### src/rtl/hed_pkg.sv
// ----------------------------------------------------------------------------
// hed_pkg
// Shared types, constants and helpers for the hex escape decoder.
// ----------------------------------------------------------------------------
package hed_pkg;

  // width of the per-string output counter
  localparam int COUNT_BITS = 16;
  localparam int LIMIT_W    = 16;
  localparam int CMP_W      = (COUNT_BITS > LIMIT_W) ? COUNT_BITS : LIMIT_W;

  // decoded bytes one input word can give
  localparam int NUM_SLOTS = 3;
  localparam int SLOT_W    = 2;

  // decoupling queue
  localparam int QDEPTH = 4;
  localparam int QPTR_W = 2;
  localparam int QCNT_W = 3;

  typedef logic [COUNT_BITS-1:0] cnt_t;
  typedef logic [LIMIT_W-1:0]    lim_t;
  typedef logic [CMP_W-1:0]      cmp_t;
  typedef logic [SLOT_W-1:0]     slot_t;
  typedef logic [QPTR_W-1:0]     qptr_t;
  typedef logic [QCNT_W-1:0]     qcnt_t;

  localparam cmp_t CNT_MAX     = cmp_t'((64'd1 << COUNT_BITS) - 64'd1);
  localparam lim_t LIMIT_RESET = '1;

  localparam logic [7:0] CH_BACKSLASH = 8'h5C;
  localparam logic [7:0] CH_X         = 8'h78;

  typedef enum logic [1:0] {
    PH_IDLE  = 2'd0,
    PH_ESC   = 2'd1,
    PH_X     = 2'd2,
    PH_DIGIT = 2'd3
  } phase_t;

  // one decoded group handed from front to back
  typedef struct packed {
    logic [NUM_SLOTS-1:0][7:0] data;
    slot_t                     cnt;
    logic                      last;
  } job_t;

  function automatic logic is_hex(input logic [7:0] b);
    logic res;
    res = ((b >= 8'h30) && (b <= 8'h39)) || ((b >= 8'h41) && (b <= 8'h46)) ||
          ((b >= 8'h61) && (b <= 8'h66));
    return res;
  endfunction

  function automatic logic [3:0] hex_value(input logic [7:0] b);
    logic [7:0] v;
    v = 8'h00;
    if ((b >= 8'h30) && (b <= 8'h39)) begin
      v = b - 8'h30;
    end else if ((b >= 8'h41) && (b <= 8'h46)) begin
      v = b - 8'h37;
    end else if ((b >= 8'h61) && (b <= 8'h66)) begin
      v = b - 8'h57;
    end
    return v[3:0];
  endfunction

endpackage

### src/rtl/hed_ifs.sv
// ----------------------------------------------------------------------------
// hed channel interfaces
// Valid/ready channels for input bytes, decoded results and configuration.
// ----------------------------------------------------------------------------
interface hed_in_if;
  logic       valid;
  logic       ready;
  logic [7:0] in_byte;
  logic       in_last;

  modport source (output valid, output in_byte, output in_last, input ready);
  modport sink   (input valid, input in_byte, input in_last, output ready);
endinterface

interface hed_out_if;
  logic       valid;
  logic       ready;
  logic [7:0] out_byte;
  logic       byte_valid;
  logic       end_of_string;

  modport source (output valid, output out_byte, output byte_valid,
                  output end_of_string, input ready);
  modport sink   (input valid, input out_byte, input byte_valid,
                  input end_of_string, output ready);
endinterface

interface hed_cfg_if;
  logic        valid;
  logic        ready;
  logic [15:0] output_limit;

  modport source (output valid, output output_limit, input ready);
  modport sink   (input valid, input output_limit, output ready);
endinterface

### src/rtl/hed_front.sv
// ----------------------------------------------------------------------------
// hed_front
// Escape phase machine: classifies each input word, applies the output limit
// and hands groups of up to three decoded bytes to the queue.
// ----------------------------------------------------------------------------
module hed_front (
  input  logic                clk,
  input  logic                rst_n,
  input  logic                in_valid,
  output logic                in_ready,
  input  logic [7:0]          in_byte,
  input  logic                in_last,
  input  logic                cfg_valid,
  output logic                cfg_ready,
  input  hed_pkg::lim_t       cfg_limit,
  output logic                push_valid,
  input  logic                push_ready,
  output hed_pkg::job_t       push_job
);

  hed_pkg::phase_t  phase_r, phase_nxt, step_phase;
  logic [7:0]       held_r, held_nxt, step_held;
  hed_pkg::cnt_t    count_r, count_nxt;
  hed_pkg::lim_t    limit_r, limit_nxt;

  logic [hed_pkg::NUM_SLOTS-1:0][7:0] slots;
  hed_pkg::slot_t   n;
  hed_pkg::slot_t   kept;
  hed_pkg::cmp_t    limit_eff;
  hed_pkg::cmp_t    room;
  logic             accept;
  logic             b_hex;

  assign cfg_ready = 1'b1;
  assign in_ready  = push_ready;
  assign accept    = in_valid && push_ready;
  assign b_hex     = hed_pkg::is_hex(in_byte);

  always_ff @(posedge clk) begin
    if (!rst_n) begin
      phase_r <= hed_pkg::PH_IDLE;
      held_r  <= '0;
      count_r <= '0;
      limit_r <= hed_pkg::LIMIT_RESET;
    end else begin
      phase_r <= phase_nxt;
      held_r  <= held_nxt;
      count_r <= count_nxt;
      limit_r <= limit_nxt;
    end
  end

  // phase step for the current word
  always_comb begin
    step_phase = phase_r;
    step_held  = held_r;
    slots      = '0;
    n          = '0;
    unique case (phase_r)
      hed_pkg::PH_IDLE: begin
        if (in_byte == hed_pkg::CH_BACKSLASH) begin
          step_phase = hed_pkg::PH_ESC;
        end else begin
          slots[0] = in_byte;
          n        = 2'd1;
        end
      end
      hed_pkg::PH_ESC: begin
        if (in_byte == hed_pkg::CH_X) begin
          step_phase = hed_pkg::PH_X;
        end else begin
          slots[0]   = in_byte;
          n          = 2'd1;
          step_phase = hed_pkg::PH_IDLE;
        end
      end
      hed_pkg::PH_X: begin
        if (b_hex) begin
          step_held  = in_byte;
          step_phase = hed_pkg::PH_DIGIT;
        end else begin
          // broken escape: the x falls back, this byte decodes anew
          slots[0] = hed_pkg::CH_X;
          if (in_byte == hed_pkg::CH_BACKSLASH) begin
            step_phase = hed_pkg::PH_ESC;
            n          = 2'd1;
          end else begin
            slots[1]   = in_byte;
            n          = 2'd2;
            step_phase = hed_pkg::PH_IDLE;
          end
        end
      end
      hed_pkg::PH_DIGIT: begin
        if (b_hex) begin
          slots[0]   = {hed_pkg::hex_value(held_r), hed_pkg::hex_value(in_byte)};
          n          = 2'd1;
          step_phase = hed_pkg::PH_IDLE;
        end else begin
          slots[0] = hed_pkg::CH_X;
          slots[1] = held_r;
          if (in_byte == hed_pkg::CH_BACKSLASH) begin
            step_phase = hed_pkg::PH_ESC;
            n          = 2'd2;
          end else begin
            slots[2]   = in_byte;
            n          = 2'd3;
            step_phase = hed_pkg::PH_IDLE;
          end
        end
      end
      default: begin
        step_phase = hed_pkg::PH_IDLE;
      end
    endcase

    // flush whatever escape is pending at the end of the string
    if (in_last) begin
      unique case (step_phase)
        hed_pkg::PH_ESC: begin
          slots[n] = hed_pkg::CH_BACKSLASH;
          n        = n + 2'd1;
        end
        hed_pkg::PH_X: begin
          slots[0] = hed_pkg::CH_X;
          n        = 2'd1;
        end
        hed_pkg::PH_DIGIT: begin
          slots[0] = hed_pkg::CH_X;
          slots[1] = step_held;
          n        = 2'd2;
        end
        default: begin
        end
      endcase
      step_phase = hed_pkg::PH_IDLE;
      step_held  = '0;
    end
  end

  // output limit: keep only what still fits
  always_comb begin
    limit_eff = (hed_pkg::cmp_t'(limit_r) > hed_pkg::CNT_MAX) ?
                hed_pkg::CNT_MAX : hed_pkg::cmp_t'(limit_r);
    room = (hed_pkg::cmp_t'(count_r) < limit_eff) ?
           (limit_eff - hed_pkg::cmp_t'(count_r)) : '0;
    kept = (room >= hed_pkg::cmp_t'(n)) ? n : room[hed_pkg::SLOT_W-1:0];
  end

  always_comb begin
    phase_nxt = phase_r;
    held_nxt  = held_r;
    count_nxt = count_r;
    limit_nxt = limit_r;
    if (accept) begin
      phase_nxt = step_phase;
      held_nxt  = step_held;
      count_nxt = in_last ? '0 : (count_r + hed_pkg::cnt_t'(kept));
    end
    if (cfg_valid && cfg_ready) begin
      limit_nxt = cfg_limit;
    end
  end

  assign push_valid     = in_valid && ((kept != '0) || in_last);
  assign push_job.data  = slots;
  assign push_job.cnt   = kept;
  assign push_job.last  = in_last;

endmodule

### src/rtl/hed_queue.sv
// ----------------------------------------------------------------------------
// hed_queue
// Small FIFO of decoded groups between the front and back parts.
// ----------------------------------------------------------------------------
module hed_queue (
  input  logic          clk,
  input  logic          rst_n,
  input  logic          push_valid,
  output logic          push_ready,
  input  hed_pkg::job_t push_job,
  output logic          pop_valid,
  input  logic          pop,
  output hed_pkg::job_t pop_job
);

  hed_pkg::job_t  slots_r [hed_pkg::QDEPTH];
  hed_pkg::qptr_t wr_ptr_r, wr_ptr_nxt;
  hed_pkg::qptr_t rd_ptr_r, rd_ptr_nxt;
  hed_pkg::qcnt_t fill_r, fill_nxt;
  logic           do_push;
  logic           do_pop;

  assign push_ready = (fill_r != hed_pkg::qcnt_t'(hed_pkg::QDEPTH));
  assign pop_valid  = (fill_r != '0);
  assign pop_job    = slots_r[rd_ptr_r];
  assign do_push    = push_valid && push_ready;
  assign do_pop     = pop && pop_valid;

  always_comb begin
    wr_ptr_nxt = do_push ? (wr_ptr_r + 1'b1) : wr_ptr_r;
    rd_ptr_nxt = do_pop  ? (rd_ptr_r + 1'b1) : rd_ptr_r;
    fill_nxt   = fill_r;
    if (do_push && !do_pop) begin
      fill_nxt = fill_r + 1'b1;
    end else if (!do_push && do_pop) begin
      fill_nxt = fill_r - 1'b1;
    end
  end

  always_ff @(posedge clk) begin
    if (!rst_n) begin
      wr_ptr_r <= '0;
      rd_ptr_r <= '0;
      fill_r   <= '0;
    end else begin
      wr_ptr_r <= wr_ptr_nxt;
      rd_ptr_r <= rd_ptr_nxt;
      fill_r   <= fill_nxt;
    end
  end

  always_ff @(posedge clk) begin
    if (do_push) begin
      slots_r[wr_ptr_r] <= push_job;
    end
  end

endmodule

### src/rtl/hed_back.sv
// ----------------------------------------------------------------------------
// hed_back
// Walks each queued group one byte per cycle into the output register while the receiver takes each word.
// ----------------------------------------------------------------------------
module hed_back (
  input  logic          clk,
  input  logic          rst_n,
  input  logic          job_valid,
  input  hed_pkg::job_t job,
  output logic          job_pop,
  output logic          out_valid,
  input  logic          out_ready,
  output logic [7:0]    out_byte,
  output logic          byte_valid,
  output logic          end_of_string
);

  hed_pkg::slot_t idx_r, idx_nxt;
  logic           ov_r, ov_nxt;
  logic [7:0]     byte_r;
  logic           bvalid_r;
  logic           eos_r;
  hed_pkg::slot_t last_idx;
  logic           final_word;
  logic           load;

  // empty group only exists for an end-of-string marker
  assign last_idx   = (job.cnt == '0) ? '0 : (job.cnt - 1'b1);
  assign final_word = (idx_r == last_idx);
  assign load       = job_valid && (!ov_r || out_ready);
  assign job_pop    = load && final_word;

  always_comb begin
    ov_nxt  = ov_r;
    idx_nxt = idx_r;
    if (load) begin
      ov_nxt  = 1'b1;
      idx_nxt = final_word ? '0 : (idx_r + 1'b1);
    end else if (out_ready) begin
      ov_nxt = 1'b0;
    end
  end

  always_ff @(posedge clk) begin
    if (!rst_n) begin
      ov_r  <= 1'b0;
      idx_r <= '0;
    end else begin
      ov_r  <= ov_nxt;
      idx_r <= idx_nxt;
    end
  end

  always_ff @(posedge clk) begin
    if (load) begin
      byte_r   <= (job.cnt == '0) ? 8'h00 : job.data[idx_r];
      bvalid_r <= (job.cnt != '0);
      eos_r    <= job.last && final_word;
    end
  end

  assign out_valid     = ov_r;
  assign out_byte      = byte_r;
  assign byte_valid    = bvalid_r;
  assign end_of_string = eos_r;

endmodule

### src/rtl/hex_escape_decoder_unit.sv
// ----------------------------------------------------------------------------
// hex_escape_decoder_unit
// Backslash / hex escape decoder for byte strings.
// ----------------------------------------------------------------------------
// in_if takes one raw byte per word, with in_last on the final byte of a
// string. out_if gives one decoded byte per word; the last word caused by
// the final input byte has end_of_string set, and a string whose end gives
// no kept byte ends with a single word with byte_valid low and byte zero.
// cfg_if writes output_limit, the most decoded bytes kept per string; it is
// always ready and should be written while no string is in flight.
// The front phase machine takes one input byte per cycle while the queue has
// room and pushes a group of up to three decoded bytes into a four-entry
// queue; the back part drains one output word per cycle into the output
// register while the receiver is ready. The group of an accepted input byte
// is written to the queue, then its first byte to the output register.
// Throughput is one byte per cycle while nothing stalls; an input byte that
// falls back an escape gives up to three output words, and the queue absorbs short bursts of these.
// Reset clears the escape phase, the output count and the queue, and sets
// output_limit to 65535. When the receiver stalls, the output word holds,
// the queue fills and in_if.ready drops once it holds four groups.
// ----------------------------------------------------------------------------
module hex_escape_decoder_unit (
  input  logic       clk,
  input  logic       rst_n,
  hed_in_if.sink     in_if,
  hed_out_if.source  out_if,
  hed_cfg_if.sink    cfg_if
);

  logic          push_valid;
  logic          push_ready;
  hed_pkg::job_t push_job;
  logic          pop_valid;
  logic          pop;
  hed_pkg::job_t pop_job;

  hed_front u_front (
    .clk        (clk),
    .rst_n      (rst_n),
    .in_valid   (in_if.valid),
    .in_ready   (in_if.ready),
    .in_byte    (in_if.in_byte),
    .in_last    (in_if.in_last),
    .cfg_valid  (cfg_if.valid),
    .cfg_ready  (cfg_if.ready),
    .cfg_limit  (cfg_if.output_limit),
    .push_valid (push_valid),
    .push_ready (push_ready),
    .push_job   (push_job)
  );

  hed_queue u_queue (
    .clk        (clk),
    .rst_n      (rst_n),
    .push_valid (push_valid),
    .push_ready (push_ready),
    .push_job   (push_job),
    .pop_valid  (pop_valid),
    .pop        (pop),
    .pop_job    (pop_job)
  );

  hed_back u_back (
    .clk           (clk),
    .rst_n         (rst_n),
    .job_valid     (pop_valid),
    .job           (pop_job),
    .job_pop       (pop),
    .out_valid     (out_if.valid),
    .out_ready     (out_if.ready),
    .out_byte      (out_if.out_byte),
    .byte_valid    (out_if.byte_valid),
    .end_of_string (out_if.end_of_string)
  );

endmodule

### src/flat_wrapper.sv
// flat-port wrapper written by rule: the top's interface ports become plain ports
module hex_escape_decoder_unit_flat 
  (clk, rst_n, in_if_valid, in_if_in_byte, in_if_in_last, in_if_ready, out_if_valid, out_if_out_byte, out_if_byte_valid, out_if_end_of_string, out_if_ready, cfg_if_valid, cfg_if_output_limit, cfg_if_ready);
  hed_in_if in_if_i ();
  hed_out_if out_if_i ();
  hed_cfg_if cfg_if_i ();
  input  logic clk;
  input  logic rst_n;
  input wire logic [$bits(in_if_i.valid)-1:0] in_if_valid;
  input wire logic [$bits(in_if_i.in_byte)-1:0] in_if_in_byte;
  input wire logic [$bits(in_if_i.in_last)-1:0] in_if_in_last;
  output wire logic [$bits(in_if_i.ready)-1:0] in_if_ready;
  output wire logic [$bits(out_if_i.valid)-1:0] out_if_valid;
  output wire logic [$bits(out_if_i.out_byte)-1:0] out_if_out_byte;
  output wire logic [$bits(out_if_i.byte_valid)-1:0] out_if_byte_valid;
  output wire logic [$bits(out_if_i.end_of_string)-1:0] out_if_end_of_string;
  input wire logic [$bits(out_if_i.ready)-1:0] out_if_ready;
  input wire logic [$bits(cfg_if_i.valid)-1:0] cfg_if_valid;
  input wire logic [$bits(cfg_if_i.output_limit)-1:0] cfg_if_output_limit;
  output wire logic [$bits(cfg_if_i.ready)-1:0] cfg_if_ready;
  assign in_if_i.valid = in_if_valid;
  assign in_if_i.in_byte = in_if_in_byte;
  assign in_if_i.in_last = in_if_in_last;
  assign in_if_ready = in_if_i.ready;
  assign out_if_valid = out_if_i.valid;
  assign out_if_out_byte = out_if_i.out_byte;
  assign out_if_byte_valid = out_if_i.byte_valid;
  assign out_if_end_of_string = out_if_i.end_of_string;
  assign out_if_i.ready = out_if_ready;
  assign cfg_if_i.valid = cfg_if_valid;
  assign cfg_if_i.output_limit = cfg_if_output_limit;
  assign cfg_if_ready = cfg_if_i.ready;
  hex_escape_decoder_unit u_core (.clk(clk), .rst_n(rst_n), .in_if(in_if_i), .out_if(out_if_i), .cfg_if(cfg_if_i));
endmodule
### config.mk
export PLATFORM = sky130hd
export DESIGN_NAME = hex_escape_decoder_unit_flat
export DESIGN_NICKNAME = d
export VERILOG_FILES = /design/src/rtl/hed_pkg.sv /design/src/rtl/hed_ifs.sv /design/src/rtl/hed_front.sv /design/src/rtl/hed_queue.sv /design/src/rtl/hed_back.sv /design/src/rtl/hex_escape_decoder_unit.sv /design/src/flat_wrapper.sv
export SDC_FILE = /design/constraint.sdc
export NUM_CORES = 1
export LEC_CHECK = 0
export BUFFER_PORTS_ARGS = -buffer_cell sky130_fd_sc_hd__buf_2
export CAP_MARGIN = 20
export CORE_MARGIN = 3
export CORE_UTILIZATION = 55
export DETAILED_ROUTE_END_ITERATION = 8
export GPL_ROUTABILITY_DRIVEN = 0
export PLACE_DENSITY = 0.72
export SLEW_MARGIN = 25
export SYNTH_ARGS = -nofsm -noshare
export SYNTH_HDL_FRONTEND = slang
export SYNTH_SLANG_ARGS = --single-unit
### constraint.sdc
create_clock -name clk -period 14.05 [get_ports clk]
set_input_delay 3.5125 -clock clk [delete_from_list [all_inputs] [get_ports clk]]
set_output_delay 3.5125 -clock clk [all_outputs]
set_load 0.005 [all_outputs]
==> impl_metrics.yaml, run 1 <==
setup_path:
  critical_path_class: "in2reg"
  worstRegToRegCells: 19
  startpoint_type: "input port"
  rr_startpoint: "u_core.u_front.count_r[7]"
  worstReg2RegEnd: "u_core.u_front.count_r[12]"
  arrival_ps: 8720
  cp-end-kind: "flop"
  cp.required_ps: 14350
  crit_fanout: 10
  rrSetupSlack_ps: 8770
min_path:
  hp-class: "reg2reg"
  worstHoldEndpoint: "u_core.u_front.limit_r[7]"
  min_delay_path_depth: 2
  hp-start: "u_core.u_front.limit_r[7]"
clock_tree:
  tritoncts.num_buffers: 17
  cts-resized-gates: 0
  clock_sinks: 172
  cts_setup_buffers: 0
  hold_buffers: 0
  clk_latency_ps: 430
  cts_buffer_depth: 2
  tritoncts: "done"
  clk_transition_reported_paths_ps: 70
  cts_root_buf: "clkbuf_16"
  cts_max_level: 4
timing:
  fmax_mhz: 119
  clock_skew_ps: 9.32
  setup_violations: 0
  finalMaxSlewViolations: 0
  finalSetupTns_ps: 0
  fin_crit_ps: 8420
  finalHoldViolCount: 0
  rsz0062_at_grt: "no"
  relSlewSlack_pct: 42.3
  tightestPinTransition_ps: 858
  post-route-period-util_pct: 59.9
  setup_slack_ps: 5630
floorplan:
  initial_core_util_pct: 56.7
  die-height_microns: 132
  core_area_sq_mm: 0.0154
  ios: 43
  die_w_microns: 132
  dieArea_sq_mm: 0.0174
  rows: 45
yosys:
  synth_xor_area_share_pct: 2.41
  synth_most_common_cell: "edfxtp_1"
  async_flop_share_pct: 0
  synthMuxAreaShare_pct: 10.5
  synth_common_cells: "edfxtp_1, nand2_1, nor2_1"
  yosys.area_share.simple_pct: 13.4
  ys.flop_type: "edfxtp_1"
  synth_top_family_by_area: "simple AND/OR/NAND/NOR gates"
  synth.distinct_cells: 72
  ys_seq_elements: 172
  synth_warnings: 0
  synth-edff-count: 118
  synth_area_per_cell_sq_um: 11.6
  synth_area_leaders: "edfxtp_1, dfxtp_1, mux4_2"
  synth_area_leader_cell: "edfxtp_1"
  synthesis.instances: 752
  synth_area_sq_mm: 0.00871
  yosys.area_share.adder_pct: 5.72
  synth_top_area_share_pct: 40.7
  synth-compound-area-share_pct: 11.4
  syn-num-nets: 820
  seq_area_frac_synth_pct: 53.1
detailed_routing:
  routed_via_density: 5.95
  wirelength_microns: 18500
  ant_nets: 0
  firstDrtPassIters: 6
  vias: 6021
  drc: 0
  wl_per_cell_microns: 18.3
  drt_iter0_markers: 557
flow_run:
  max_cap_violations: 0
global_routing:
  grt_pass1_wl_microns: 30200
  grt_pass1_vias: 5973
  grt_overflow_total: 0
  antenna_found_initial: 0
  grt_util_all_layers_pct: 21.8
  grt_max_degree: 43
pwr:
  power-per-cell-area_mw_per_mm2: 143
  p_int_mw: 0.979
  power_frac_clock_pct: 32.1
  p_switching_mw: 0.400
  power.switching_fraction_pct: 29.0
  p_leak_nw: 3.42
  p_total_mw: 1.38
  peakVddDrop_v: 0.0000963
  pwr-share-seq_pct: 45.9
  pwr-share-comb_pct: 22.0
finish:
  fin_util_pct: 62.9
  drive_gt1_share_pct: 15.5
  syn_to_final_growth_pct: 10.9
  n_antenna_cell: 0
  layout.nets: 856
place:
  dp_slack_ps: 5290
  dpl.hpwl_microns: 13100
  io_buffer_count: 41
status:
  status: "finished clean"
registers in the layout, summed over array words and instances, names as in the netlist, named ones only:
signal / cells
u_core.u_back.out_byte: 8
u_core.u_back.out_valid: 1
u_core.u_back.idx_r: 2
u_core.u_back.byte_valid: 1
u_core.u_front.held_r: 8
u_core.u_queue.fill_r: 3
u_core.u_queue.slots_r: 108
u_core.u_front.count_r: 16
u_core.u_back.end_of_string: 1
u_core.u_front.limit_r: 16
u_core.u_queue.wr_ptr_r: 2
u_core.u_queue.rd_ptr_r: 2
u_core.u_front.phase_r: 2
metrics by stage:
step           instance area, sq um  hold WS [ps]  instances
2_1_floorplan                  8710           445        752
3_3_place_gp                   9090           456        980
3_5_place_dp                   9090           474        980
4_1_cts                        9660           485       1012
5_1_grt                        9660           503       1012
6_report                       9660           483       1012
final cells by class:
type	instances	area [sq um]
clock inverter	13	129
timing repair buffer	47	250
clock buffer	19	433
inverter	44	165
sequential	172	4630
fill	1198	5710
multi-input combinational	506	3790
tap	211	264
per-layer routing:
metal	routed length, microns	vias to the layer above	track usage [%]
met5	0	-	0
met4	376	0	7.23
li1	-	2841	-
met2	9320	197	37.4
met3	1010	36	5.08
met1	7780	2947	27.6
worst max path at each step:
stage,end,start,slack [ps]
after CTS,u_core.u_front.count_r[12],in_if_in_byte[1],5740
after floorplan,u_core.u_queue.fill_r[2],in_if_in_byte[1],6200
after global placement,u_core.u_queue.fill_r[2],in_if_in_byte[1],5660
after detailed placement,u_core.u_front.count_r[12],in_if_in_byte[1],5290
final,u_core.u_front.count_r[12],in_if_in_byte[1],5630
after global routing,u_core.u_front.count_r[12],in_if_in_byte[1],5230
critical path, cell delays in order:
cell	delay (ps)
buf_2	130
inv_1	100
ha_1	180
nor2_1	250
a311oi_2	190
o21ai_4	300
nand2_1	130
nor2_1	240
inv_1	100
ha_1	290
or2_1	220
mux2i_1	260
ha_1	290
a21oi_1	250
nand2_1	100
o2bb2ai_1	400
ha_1	250
inv_1	70
fa_1	470
nor4_1	520
nand2_1	170
xnor2_1	210
nor2_1	60
power by group through the flow:
stage               Combinational, mW  Sequential (mW)  Clock [mW]
finish                          0.304            0.633       0.443
global route                    0.341            0.638       0.471
CTS                             0.308            0.633       0.450
detailed placement              0.307            0.644           0
global placement                0.300            0.642           0
floorplan                       0.231            0.636           0
placed cells by master, fill, tap and decap left out, types with 4 or more instances in the layout:
master,netlist,layout
and3_1,5,5
nor4_1,7,6
a21oi_1,38,38
a211o_1,4,4
dfxtp_1,54,53
xor2_1,4,4
ha_1,35,35
nor3_1,11,11
a22oi_1,10,10
xnor2_1,20,20
mux2i_1,28,28
and2_1,14,14
o21ai_0,32,32
buf_4,2,6
nor2b_1,15,15
edfxtp_1,118,118
buf_2,3,41
o211ai_1,5,5
mux4_2,27,27
or3_1,5,5
nand2b_1,8,8
clkbuf_16,0,17
nand2_1,77,77
inv_8,0,4
nor2_1,60,60
o21a_1,6,6
nand3_1,13,13
o21ai_1,5,5
nand4_1,12,12
inv_1,44,44
cells by family after synthesis:
kind of cell,count (synthesis)
and+or+nand+nor,241
adders and majority gates,38
xor gates and xnor gates,24
AOI/OAI and AO/OA,145
buffers and inverters,74
DFF,172
muxes,57
other,1
Note: power is estimated with default switching activity, not from simulation.
==> run 2: changes to the inputs <==
==> constraint.sdc (replaced) <==
create_clock -name clk -period 8.2 [get_ports clk]
set_input_delay 2.05 -clock clk [delete_from_list [all_inputs] [get_ports clk]]
set_output_delay 2.05 -clock clk [all_outputs]
set_load 0.005 [all_outputs]
==> run 2 against run 1 <==
  * The run now ends with DRC left
  * Cell area up 0.31%
  * Worst setup slack worse by 4300 ps
  * Non-clock buffer count unchanged
  * Combinational power up 72%
==> impl_metrics.yaml, run 2 (synthesis gave the netlist of run 1 again) <==
place:
  io_buffer_count: 41
  dpl.cell_count: 980
  dpl.hpwl_microns: 13000
  dpl_cell_area_sq_mm: 0.00909
floorplan:
  initial_core_util_pct: 56.7
  rows: 45
  core_area_sq_mm: 0.0154
  dieArea_sq_mm: 0.0174
  ios: 43
  die_w_microns: 132
  die-height_microns: 132
global_routing:
  grt_util_all_layers_pct: 22.1
  grt_max_degree: 43
  grt_overflow_total: 0
  grt_pass1_wl_microns: 30700
  grt_pass1_vias: 6121
  antenna_found_initial: 0
clock_tree:
  hold_buffers: 0
  cts_setup_buffers: 0
  clk_transition_reported_paths_ps: 70
  cts_root_buf: "clkbuf_16"
  cts_max_level: 4
  cts-resized-gates: 0
  tritoncts.num_buffers: 17
  clk_latency_ps: 440
  cts_buffer_depth: 2
  tritoncts: "done"
  clock_sinks: 172
setup_path:
  crit_fanout: 10
  startpoint_type: "input port"
  critical_path_class: "in2reg"
  cp.required_ps: 8510
  cp-end-kind: "flop"
  rrSetupSlack_ps: 3050
  arrival_ps: 7220
min_path:
  hp-class: "reg2reg"
pwr:
  p_leak_nw: 3.43
  peakVddDrop_v: 0.000165
  power-per-cell-area_mw_per_mm2: 249
  p_total_mw: 2.41
status:
  violations: "DRC"
  status: "complete, but fails checks"
timing:
  relSlewSlack_pct: 49.1
  fin_crit_ps: 6910
  tightestPinTransition_ps: 756
  fmax_mhz: 145
  finalMaxSlewViolations: 0
  post-route-period-util_pct: 84.2
  clock_skew_ps: 15.3
  finalSetupTns_ps: 0
  finalHoldViolCount: 0
  worst_hold_slack_ps: 482
  setup_violations: 0
  rsz0062_at_grt: "no"
finish:
  top_regs: "u_core.u_queue.slots_r: 108 flops, u_core.u_front.count_r: 16 flops, u_core.u_front.limit_r: 16 flops"
  top_register: "u_core.u_queue.slots_r"
  layout.nets: 856
  regArea_sq_mm: 0.00463
  fin_cells: 1012
  fill_cells: 1182
  drive_gt1_share_pct: 15.6
  n_antenna_cell: 0
  finalInstanceArea_sq_mm: 0.00969
  layout_commonest_cell: "edfxtp_1"
  multi_input_area_sq_mm: 0.00379
  largest_register_ffs: 108
  syn_to_final_growth_pct: 11.3
  layout_common_cells: "edfxtp_1, nand2_1, nor2_1"
detailed_routing:
  drt_iter0_markers: 663
  drc: 14
  ant_nets: 0
  firstDrtPassIters: 9
  wirelength_microns: 18800
  routed_via_density: 6.00
  wl_per_cell_microns: 18.6
  vias: 6075
flow_run:
  max_cap_violations: 0
[run 2: worst paths after layout]
check	cells past startpoint	startpoint	to
worst min-delay path	2	u_core.u_front.limit_r[7]	u_core.u_front.limit_r[7]
worst max-delay path	23	in_if_in_byte[1]	u_core.u_front.count_r[12]
worst max register to register	17	u_core.u_front.phase_r[0]	u_core.u_front.count_r[12]
worst min register to register	2	u_core.u_front.limit_r[7]	u_core.u_front.limit_r[7]
[run 2: layer usage]
| layer | vias up | global-route usage [%] | share of wire (%) |
|---|---|---|---|
| li1 | 2845 | - | - |
| met1 | 2928 | 28.6 | 43 |
| met2 | 252 | 37.3 | 49 |
| met3 | 50 | 3.70 | 5.7 |
| met4 | 0 | 9.10 | 2.6 |
| met5 | - | 0 | 0 |
[run 2: through the flow]
stage	setup WS, ps	util, %
finish	1290	63.1
CTS	1330	63.0
floorplan	1820	-
detailed placement	896	59.2
global placement	1270	59.2
global route	725	63.1
[run 2: report_power, final]
part           leakage [nW]  switching (mW)  total [mW]  internal, mW
clock                 0.289           0.373       0.807         0.434
combinational          1.59           0.288       0.522         0.234
sequential             1.56          0.0430        1.08          1.04
[run 2: cell type report]
| class | instances | area share, % |
|---|---|---|
| clock buffers | 17 | 4.39 |
| flip-flops and latches | 172 | 47.7 |
| multi-input cells | 506 | 39.2 |
| repair buffers | 47 | 2.58 |
| well taps | 211 | 2.72 |
| inverters | 44 | 1.70 |
| clock inverters | 15 | 1.72 |
[run 2: worst max-delay path, cell delays in order]
cell	delay, ps
buf_2	140
inv_1	100
ha_1	180
nor2_1	260
a311oi_2	200
o21ai_4	320
nand2_1	140
nor2_1	220
inv_1	100
ha_1	290
or2_1	220
mux2i_1	270
ha_1	300
a21oi_1	260
nand2_1	90
o2bb2ai_1	380
ha_1	250
inv_1	70
fa_1	460
nor4_1	550
nand2_1	140
xnor2_1	160
nor2_1	60
